File: config.mk
export PLATFORM = sky130hd
export DESIGN_NAME = tabl_cell
export DESIGN_NICKNAME = d
export VERILOG_FILES = /design/src/rtl/tabl_pkg.sv /design/src/rtl/tabl_cell.sv
export SDC_FILE = /design/constraint.sdc
export NUM_CORES = 1
export LEC_CHECK = 0
export ABC_CLOCK_PERIOD_IN_PS = 14500
export BUFFER_PORTS_ARGS = -buffer_cell sky130_fd_sc_hd__buf_2
export CORE_MARGIN = 8
export CORE_UTILIZATION = 35
export DETAILED_ROUTE_END_ITERATION = 7
export GPL_TIMING_DRIVEN = 0
export HOLD_SLACK_MARGIN = 0.02
export PLACE_DENSITY = 0.66
export SKIP_CTS_REPAIR_TIMING = 1
export SYNTH_ARGS = -nofsm -noshare
export SYNTH_HDL_FRONTEND = slang
export SYNTH_SLANG_ARGS = --single-unit
File: constraint.sdc
create_clock -name clk -period 14.5 [get_ports clk]
set_clock_uncertainty 0.15 [all_clocks]
set_input_delay 0.725 -clock clk [delete_from_list [all_inputs] [get_ports clk]]
set_output_delay 0.725 -clock clk [all_outputs]
set_load 0.01 [all_outputs]
File: src/rtl/tabl_pkg.sv
package tabl_pkg;

  // number of table entries, one cell each
  localparam int unsigned BLOCK_ENTRIES = 16;

  // cycles from an accepted transaction to its result strobe
  localparam int unsigned RESULT_LATENCY = BLOCK_ENTRIES + 2;

  // operation codes
  localparam logic OP_CHECK = 1'b0;
  localparam logic OP_ADD   = 1'b1;

  typedef enum logic [1:0] {
    VERDICT_PASS   = 2'd0,
    VERDICT_DROP   = 2'd1,
    VERDICT_STORED = 2'd2,
    VERDICT_FULL   = 2'd3
  } verdict_t;

  // transaction travelling along the row of cells
  typedef struct packed {
    logic        op;
    logic [63:0] addr_high;
    logic [63:0] addr_low;
    logic        addr_is_v6;
    logic [31:0] now_seconds;
    logic [31:0] expiry;
    logic        pending;
    logic        hit;
  } query_t;

endpackage

File: src/rtl/tabl_cell.sv
module tabl_cell (
  input  logic             clk,
  input  logic             rst_n,
  input  logic             in_active,
  input  tabl_pkg::query_t q_in,
  output logic             out_active,
  output tabl_pkg::query_t q_out
);
  import tabl_pkg::*;

  logic        entry_valid_r, entry_valid_nxt;
  logic [63:0] entry_addr_high_r;
  logic [63:0] entry_addr_low_r;
  logic        entry_is_v6_r;
  logic [31:0] entry_expiry_r;
  logic        entry_wr;
  logic        addr_match;
  logic        q_active_r;
  query_t      q_r, q_nxt;

  // address and family compare against the held entry
  assign addr_match = (entry_is_v6_r == q_in.addr_is_v6) &&
                      (entry_addr_high_r == q_in.addr_high) &&
                      (entry_addr_low_r == q_in.addr_low);

  // per-cell action on the passing transaction
  always_comb begin
    q_nxt           = q_in;
    entry_valid_nxt = entry_valid_r;
    entry_wr        = 1'b0;
    if (in_active) begin
      if (q_in.op == OP_ADD) begin
        if (q_in.pending && !entry_valid_r) begin
          entry_wr        = 1'b1;
          entry_valid_nxt = 1'b1;
          q_nxt.pending   = 1'b0;
        end
      end else if (entry_valid_r) begin
        if (q_in.now_seconds > entry_expiry_r) begin
          entry_valid_nxt = 1'b0;
        end else if (addr_match) begin
          q_nxt.hit = 1'b1;
        end
      end
    end
  end

  // entry valid bit and forward strobe
  always_ff @(posedge clk) begin
    if (!rst_n) begin
      entry_valid_r <= 1'b0;
      q_active_r    <= 1'b0;
    end else begin
      entry_valid_r <= entry_valid_nxt;
      q_active_r    <= in_active;
    end
  end

  // entry payload store
  always_ff @(posedge clk) begin
    if (entry_wr) begin
      entry_addr_high_r <= q_in.addr_high;
      entry_addr_low_r  <= q_in.addr_low;
      entry_is_v6_r     <= q_in.addr_is_v6;
      entry_expiry_r    <= q_in.expiry;
    end
  end

  // hand the transaction to the next cell
  always_ff @(posedge clk) begin
    q_r <= q_nxt;
  end

  assign out_active = q_active_r;
  assign q_out      = q_r;

endmodule

==> results of run 1 <==
-- logic make-up after synthesis --
logic type | Yosys count | share of synthesized area
xor gates and xnor gates | 79 | 0.06142
adders and majority gates | 32 | 0.03554
AOI/OAI and AO/OA | 75 | 0.05031
DFF | 359 | 0.7810
and+or+nand+nor | 86 | 0.04576
buffers and inverters | 78 | 0.02599
-- layer usage --
metal  global-route usage  vias up  share of wire
met2               0.2561      283           0.49
li1                     -     3411              -
met3              0.05347       34          0.088
met5                    0        -        0.00045
met1               0.1660     3302           0.41
met4              0.03650        2          0.015
-- sequential cells by signal, indices dropped and copies added, names as in the netlist --
signal and flops:
q_out 196, entry_addr_high_r 64, entry_addr_low_r 64, entry_expiry_r 32
entry_is_v6_r 1, entry_valid_r 1, out_active 1
-- worst max-delay path by stage --
stage	startpoint	endpoint	slack (ns)	cells past startpoint
global placement	q_in[195]	entry_addr_high_r[48]	7.25	3
finish	entry_addr_high_r[29]	q_out[0]	11.98	6
floorplan	q_in[195]	entry_addr_high_r[0]	9.20	2
global route	entry_addr_high_r[29]	q_out[0]	11.76	6
CTS	entry_addr_high_r[29]	q_out[0]	11.83	6
detailed placement	q_in[160]	q_out[0]	11.35	7
-- area by class of cell --
cell class / count / area share
clock inverter: 12 / 0.006226
tap: 402 / 0.03337
timing repair buffer: 397 / 0.1343
sequential: 359 / 0.5837
inverter: 78 / 0.01942
clock buffer: 58 / 0.07836
multi-input combinational: 272 / 0.1446
-- per-stage QoR --
stage / power, uW / util / setup WS, ns
2_1_floorplan: 1195 / - / 9.203
3_3_place_gp: 1285 / 0.4345 / 7.247
3_5_place_dp: 1285 / 0.4361 / 11.35
4_1_cts: 2261 / 0.4764 / 11.83
5_1_grt: 2311 / 0.4764 / 11.76
6_report: 2225 / 0.4764 / 11.98
-- layout by cell type, fill, tap and decap left out, types with 8 or more instances in the layout --
| cell type | netlist | layout |
|---|---|---|
| nand2_1 | 8 | 8 |
| xnor2_1 | 33 | 33 |
| clkbuf_16 | 0 | 42 |
| inv_1 | 78 | 78 |
| a21oi_1 | 14 | 14 |
| nor2b_1 | 14 | 14 |
| nor4_1 | 21 | 21 |
| clkbuf_1 | 0 | 9 |
| o22ai_1 | 14 | 14 |
| dfxtp_1 | 198 | 198 |
| edfxtp_1 | 161 | 161 |
| xor2_1 | 46 | 46 |
| ha_1 | 32 | 32 |
| buf_2 | 0 | 395 |
| o2bb2ai_1 | 8 | 8 |
| nand4_1 | 20 | 20 |
-- cells in the mapped netlist, drive strengths merged, types with 4 or more instances --
library cell / number / area [um^2]
a2111o: 4 / 45.04
a2111oi: 5 / 50.04
a21oi: 14 / 70.07
a22o: 6 / 52.55
and2b: 4 / 31.28
dfxtp: 198 / 3964
edfxtp: 161 / 4835
ha: 32 / 400.4
inv: 78 / 292.8
nand2: 8 / 30.03
nand3: 5 / 25.02
nand4: 20 / 125.1
nor2b: 15 / 101.3
nor4: 21 / 131.4
o22ai: 14 / 87.58
o2bb2ai: 8 / 70.07
xnor2: 33 / 289.0
xor2: 46 / 402.9
-- report_power, final --
group	switching [uW]	internal, uW
sequential	11.5	1100
combinational	83.8	62.1
clock	383	583
-- critical path: cells and delay by family, from the launching register on --
kind               cells  cell delay, ns
and+or+nand+nor        4            1.33
AOI/OAI and AO/OA      2            0.60
DFF                    1            0.38
==> impl_metrics.toml, run 1 <==
[placement]
placed_cell_area_um2 = 13800
hpwl_um = 22680
placedCellCount = 1508
portBuffers = 395
gp_congestion = 0.8014

[timing]
holdWs_ns = 0.1746
setup_viol = 0
drv_slew = 0
rsz0062_at_grt = "no"
clock.fmax_mhz = 396.6
final_min_period_over_clock_period = 0.1739
slew_headroom = 0.4649
finalSetupTns_ns = 0
hold_viol_final = 0
worstMarginPinSlew_ns = 0.7953
min_period_ns = 2.521

[final_layout]
flow.area_growth_from_synthesis_pct = 33.80
seqCellArea_um2 = 8798
n_fill_cell = 2827
nNetsFinal = 1377
multi_input_area_um2 = 2180
instances_no_fill = 1578
fin_area_um2 = 15070
drive_gt1_frac = 0.3920
antenna_cells = 0

[setup_path]
start_kind = "flip-flop"
worstReg2RegEnd = "q_out[0]"
worstReg2RegStart = "entry_addr_high_r[29]"
arrival_ns = 2.83
path_cells = "and2b_1, a2111o_1, nor4_1, nand4_1, nor4_1, a31o_1"
crit_path_max_incr_delay_ns = 0.59
ff2ff_setup_slack_ns = 11.98
endpoint_kind = "flip-flop"
r2r_cells = 6
path_common_cell = "nor4_1"
crit_fanout = 2
critical_path_class = "reg2reg"
critical_path_required_ns = 14.80
slowest_stage = "nor4_1"

[power]
cellLeakagePower_uw = 0.006555
cellPowerDensity_nw_per_um2 = 147.6
ir_drop_uv = 117.5

[clock_tree]
tritoncts = "done"
cts_sinks = 359
ctsHtreeMaxLevel = 2
cts_buffer_depth = 3
clk_latency_ns = 0.52
cts-buffers-inserted = 38
clockRootBuffer = "clkbuf_16"
path_clk_slew_ns = 0.06

[yosys]
synth_nets = 940
yosysUniqueCellTypes = 44
syn_area_per_cell_um2 = 15.89
synthArstFlopShare = 0
yosysWarnings = 0
synthFlopType = "dfxtp_1"
synth_area_um2 = 11270
ys_seq_elements = 359
yosysSeqAreaShare = 0.7810
synth_edf_count = 161
syn_inst = 709

[grt]
antenna_found_initial = 1
grt_usage = 0.1459
grt_pass1_vias = 7560
grt_pass1_wl_um = 43390
grt_overflow_total = 0
grt_max_degree = 65

[hold_path]
min_path_type = "in2reg"
hold_depth = 1
min_to = "q_out[21]"
hold_start = "q_in[21]"

[outcome]
status = "finished clean"

[floorplanning]
die_w_um = 195.4
core_um2 = 31640
initial_core_util = 0.3561
die_h_um = 195.4
die_area_um2 = 38190
rows = 65
ios = 396

[drt]
vias = 7032
wire_per_inst_um = 18.41
viasPerCell = 4.456
drcViolationCount = 0
drt-total-wl_um = 29050
ant_nets = 0
drt_iter0_drc = 259
dr.pass1.iters = 4

[flow_run]
maxCapViolCount = 0
Power figures use the tool's default switching activity.
==> run 2: changes to the inputs <==
Settings changed: ABC_CLOCK_PERIOD_IN_PS 14500 to 2500.
Clock period 14.5 ns to 2.5 ns, I/O delays scaled along.
==> impl_metrics.toml, run 2 (same netlist as run 1, synthesis figures left out) <==
[outcome]
status = "finished clean"

[clock_tree]
path_clk_slew_ns = 0.06
clockRootBuffer = "clkbuf_16"
cts_sinks = 359
cts_buffer_depth = 3
tritoncts = "done"
ctsHtreeMaxLevel = 2
clk_latency_ns = 0.51
cts-buffers-inserted = 38

[grt]
top_usage_layer = "met2"
antenna_found_initial = 3
use_met3 = 0.05588
grt_pass1_vias = 7736
grt_max_degree = 43
grt_usage = 0.1481
grt_overflow_total = 0
globalRouteMet2Util = 0.2593
use_met1 = 0.1685
grt_pass1_wl_um = 44170

[floorplanning]
die_h_um = 195.4
rows = 65
die_area_um2 = 38190
initial_core_util = 0.3561
ios = 396
die_w_um = 195.4
core_um2 = 31640

[setup_path]
critical_path_class = "reg2reg"
arrival_ns = 2.65
crit_fanout = 3
critical_path_required_ns = 2.75
endpoint_kind = "flip-flop"
start_kind = "flip-flop"

[power]
switchingPower_uw = 2872
switching_share = 0.2213
cellLeakagePower_uw = 0.007362
intPower_uw = 10110
seqPwrFrac = 0.498
pwr-share-comb = 0.086
fin_total_pwr_uw = 12980
ir_drop_uv = 757.4
cellPowerDensity_nw_per_um2 = 761.2
clkPwrFrac = 0.415

[hold_path]
min_path_type = "in2reg"

[final_layout]
flow.area_growth_from_synthesis_pct = 51.33
final_common_cell = "buf_2"
final_cell_mix = "buf_2, dfxtp_1, dlygate4sd3_1"
largest_reg_flops = 196
drive_gt1_frac = 0.3394
nNetsFinal = 1577
n_fill_cell = 2523

[timing]
rsz0062_at_grt = "no"
hold_viol_final = 0
slew_headroom = 0.5920
drv_slew = 0
clock.fmax_mhz = 417.5
min_period_ns = 2.395
final_min_period_over_clock_period = 0.9581
worstMarginPinSlew_ns = 0.6120
setup_viol = 0
finalSetupTns_ns = 0

[drt]
vias = 7944
ant_nets = 0
drt_iter0_drc = 271
wire_per_inst_um = 18.77
dr.pass1.iters = 6
drt-total-wl_um = 33400
viasPerCell = 4.463
drcViolationCount = 0

[placement]
gp_congestion = 0.7987
portBuffers = 395
hpwl_um = 23260

[flow_run]
maxCapViolCount = 0
run 2: changes by cell type in the layout (fill, tap and decap cells not counted), moves of 2 or more:
cell / change
clkbuf_8: -3
a2111oi_1: +2
a2111oi_0: -3
diode_2: +2
clkbuf_1: +2
inv_6: +2
buf_12: +2
nor4_1: -2
dlygate4sd3_1: +198
nor4_2: +2
run 2: routing by layer:
layer	routed length [um]	vias to the layer above
met2	16730	305
met5	13	-
met1	13300	3774
met3	2683	52
li1	-	3811
met4	682	2
run 2: through the flow:
stage,setup WS (ns),cell area (um^2),util,hold slack [ns],instances
floorplan,0.2618,11270,-,0.002717,709
global placement,-0.3172,13750,0.4346,0.09005,1506
detailed placement,-0.1134,13810,0.4365,0.09188,1509
CTS,-0.1250,15020,0.4748,-0.4517,1579
global route,0.004430,17050,0.5389,0.08623,1780
finish,0.1047,17050,0.5389,0.1095,1780
run 2: cell type report:
type                            count  area, um^2  area share
Antenna cell                        2       5.005   0.0002936
Clock buffer                       56        1122     0.06583
Clock inverter                     14       87.58    0.005137
Inverter                           78       292.8     0.01717
Multi-Input combinational cell    272        2213      0.1298
Sequential cell                   359        8798      0.5161
Tap cell                          402       503.0     0.02950
Timing Repair Buffer              597        4026      0.2362
run 2: final timing paths:
kind / startpoint / end / slack [ns] / cells after the start
worst min register to register: entry_valid_r / q_out[1] / 0.49 / 2
worst max register to register: entry_expiry_r[14] / entry_valid_r / 0.10 / 8
worst max-delay path: entry_expiry_r[14] / entry_valid_r / 0.10 / 8
worst min-delay path: q_in[20] / q_out[20] / 0.11 / 2
run 2: power by group through the flow:
stage               clock [uW]  combinational (uW)  sequential (uW)
global route              5790                1220             6490
floorplan                    0                 235             6680
finish                    5390                1120             6470
CTS                       5550                 875             6460
global placement             0                 848             6590
detailed placement           0                 871             6590
run 2: critical path, stage by stage (launching register included):
cell and delay (ns):
edfxtp_1 0.33, inv_1 0.04, ha_1 0.30, nand4_1 0.19, or4_4 0.59, a21oi_2 0.13, o41ai_1 0.08, a22o_1 0.29
o21a_1 0.19
==> run 3: changes to the inputs <==
==> constraint.sdc (replaced) <==
create_clock -name clk -period 2.5 [get_ports clk]
set_clock_uncertainty 0.15 [all_clocks]
set_input_delay 0 -clock clk [delete_from_list [all_inputs] [get_ports clk]]
set_output_delay 0 -clock clk [all_outputs]
set_load 0.01 [all_outputs]
==> impl_metrics.toml, run 3 (same netlist as run 1, synthesis figures left out) <==
[power]
cellLeakagePower_uw = 0.007771
cellPowerDensity_nw_per_um2 = 729.5
fin_total_pwr_uw = 13150
ir_drop_uv = 733.9

[floorplanning]
rows = 65
ios = 396
initial_core_util = 0.3561
die_h_um = 195.4
core_um2 = 31640
die_area_um2 = 38190
die_w_um = 195.4

[setup_path]
path_cells = "inv_1, ha_1, nand4_1, or4_4, a21oi_2, o41ai_1, a22o_1, o21a_1"
critical_path_class = "reg2reg"
worstReg2RegEnd = "entry_valid_r"
endpoint_kind = "flip-flop"
arrival_ns = 2.69
slowest_stage = "or4_4"
worstReg2RegStart = "entry_expiry_r[14]"
crit_path_max_incr_delay_ns = 0.59
crit_family = "simple AND/OR/NAND/NOR gates"
critical_path_required_ns = 2.76
ff2ff_setup_slack_ns = 0.06
start_kind = "flip-flop"
r2r_cells = 8
crit_buf_inv = 1
crit_fanout = 3

[flow_run]
maxCapViolCount = 0

[final_layout]
drive_gt1_frac = 0.3168
final_cell_mix = "buf_2, dlygate4sd3_1, dfxtp_1"
nNetsFinal = 1675
flow.area_growth_from_synthesis_pct = 60.04
largest_reg_flops = 196
n_fill_cell = 2375
final_common_cell = "buf_2"
instances_no_fill = 1878

[clock_tree]
cts-buffers-inserted = 38
cts_sinks = 359
path_clk_slew_ns = 0.06
clk_latency_ns = 0.52
tritoncts = "done"
ctsHtreeMaxLevel = 2
cts_buffer_depth = 3
clockRootBuffer = "clkbuf_16"

[timing]
setup_ws_ns = 0.06190
clock.fmax_mhz = 410.2
finalSetupTns_ns = 0
hold_viol_final = 0
setup_viol = 0
drv_slew = 0
worstMarginPinSlew_ns = 0.6148
min_period_ns = 2.438
slew_headroom = 0.5902
final_min_period_over_clock_period = 0.9752

[grt]
grt_pass1_vias = 7736
grt_usage = 0.1481
grt_pass1_wl_um = 44170
grt_max_degree = 43
grt_overflow_total = 0
antenna_found_initial = 3

[placement]
placedCellCount = 1509
hpwl_um = 23260
gp_congestion = 0.7987
post-place-ws_ns = -0.1134
portBuffers = 395

[drt]
vias = 8472
dr.pass1.iters = 4
viasPerCell = 4.511
drt-total-wl_um = 36320
ant_nets = 0
drcViolationCount = 0
drt_iter0_drc = 320
wire_per_inst_um = 19.34

[hold_path]
hold_start = "q_in[106]"
hold_depth = 2
min_path_type = "in2reg"
min_to = "q_out[106]"

[outcome]
status = "finished clean"
==> run 3: metal layers <==
metal / vias up / track usage / share of wire
met4: 2 / 0.03593 / 0.021
met3: 60 / 0.05588 / 0.070
met5: - / 0 / 0.00036
li1: 4009 / - / -
met2: 339 / 0.2593 / 0.51
met1: 4062 / 0.1685 / 0.40
==> run 3: layout make-up <==
type | count | area [um^2] | area share
flip-flops and latches | 359 | 8798 | 0.4880
repair buffers | 695 | 5007 | 0.2777
multi-input cells | 272 | 2213 | 0.1228
clock buffers | 56 | 1122 | 0.06225
well taps | 402 | 503.0 | 0.02790
inverters | 78 | 292.8 | 0.01624
clock inverters | 14 | 87.58 | 0.004858
diodes | 2 | 5.005 | 0.0002776
==> run 3: worst max path at each step <==
stage / cells after the start / startpoint / end / slack [ns]
after global routing: 8 / entry_expiry_r[14] / entry_valid_r / -0.02
after floorplan: 2 / entry_valid_r / entry_addr_high_r[0] / 0.26
after CTS: 6 / entry_addr_high_r[29] / q_out[0] / -0.12
after detailed placement: 6 / entry_addr_high_r[29] / q_out[0] / -0.11
after global placement: 2 / entry_valid_r / entry_addr_high_r[52] / -0.32
final: 8 / entry_expiry_r[14] / entry_valid_r / 0.06
==> run 3: worst register-to-register path, cell delays in order (launching register included) <==
cell and delay, ns:
edfxtp_1 0.35, inv_1 0.05, ha_1 0.31, nand4_1 0.20, or4_4 0.59, a21oi_2 0.13, o41ai_1 0.08, a22o_1 0.29
o21a_1 0.19
==> run 3: per-stage QoR <==
step           instance area, um^2  hold slack (ns)    util
2_1_floorplan                11270          -0.1223       -
5_1_grt                      18030          0.01160  0.5699
3_3_place_gp                 13750         -0.03495  0.4346
6_report                     18030          0.01661  0.5699
4_1_cts                      15020          -0.5767  0.4748
3_5_place_dp                 13810         -0.03312  0.4365
==> run 3: where the power goes <==
group / switching (uW) / internal (uW)
Combinational: 592 / 668
Clock: 2280 / 3140
Sequential: 78.4 / 6390
Total: 2950 / 10200
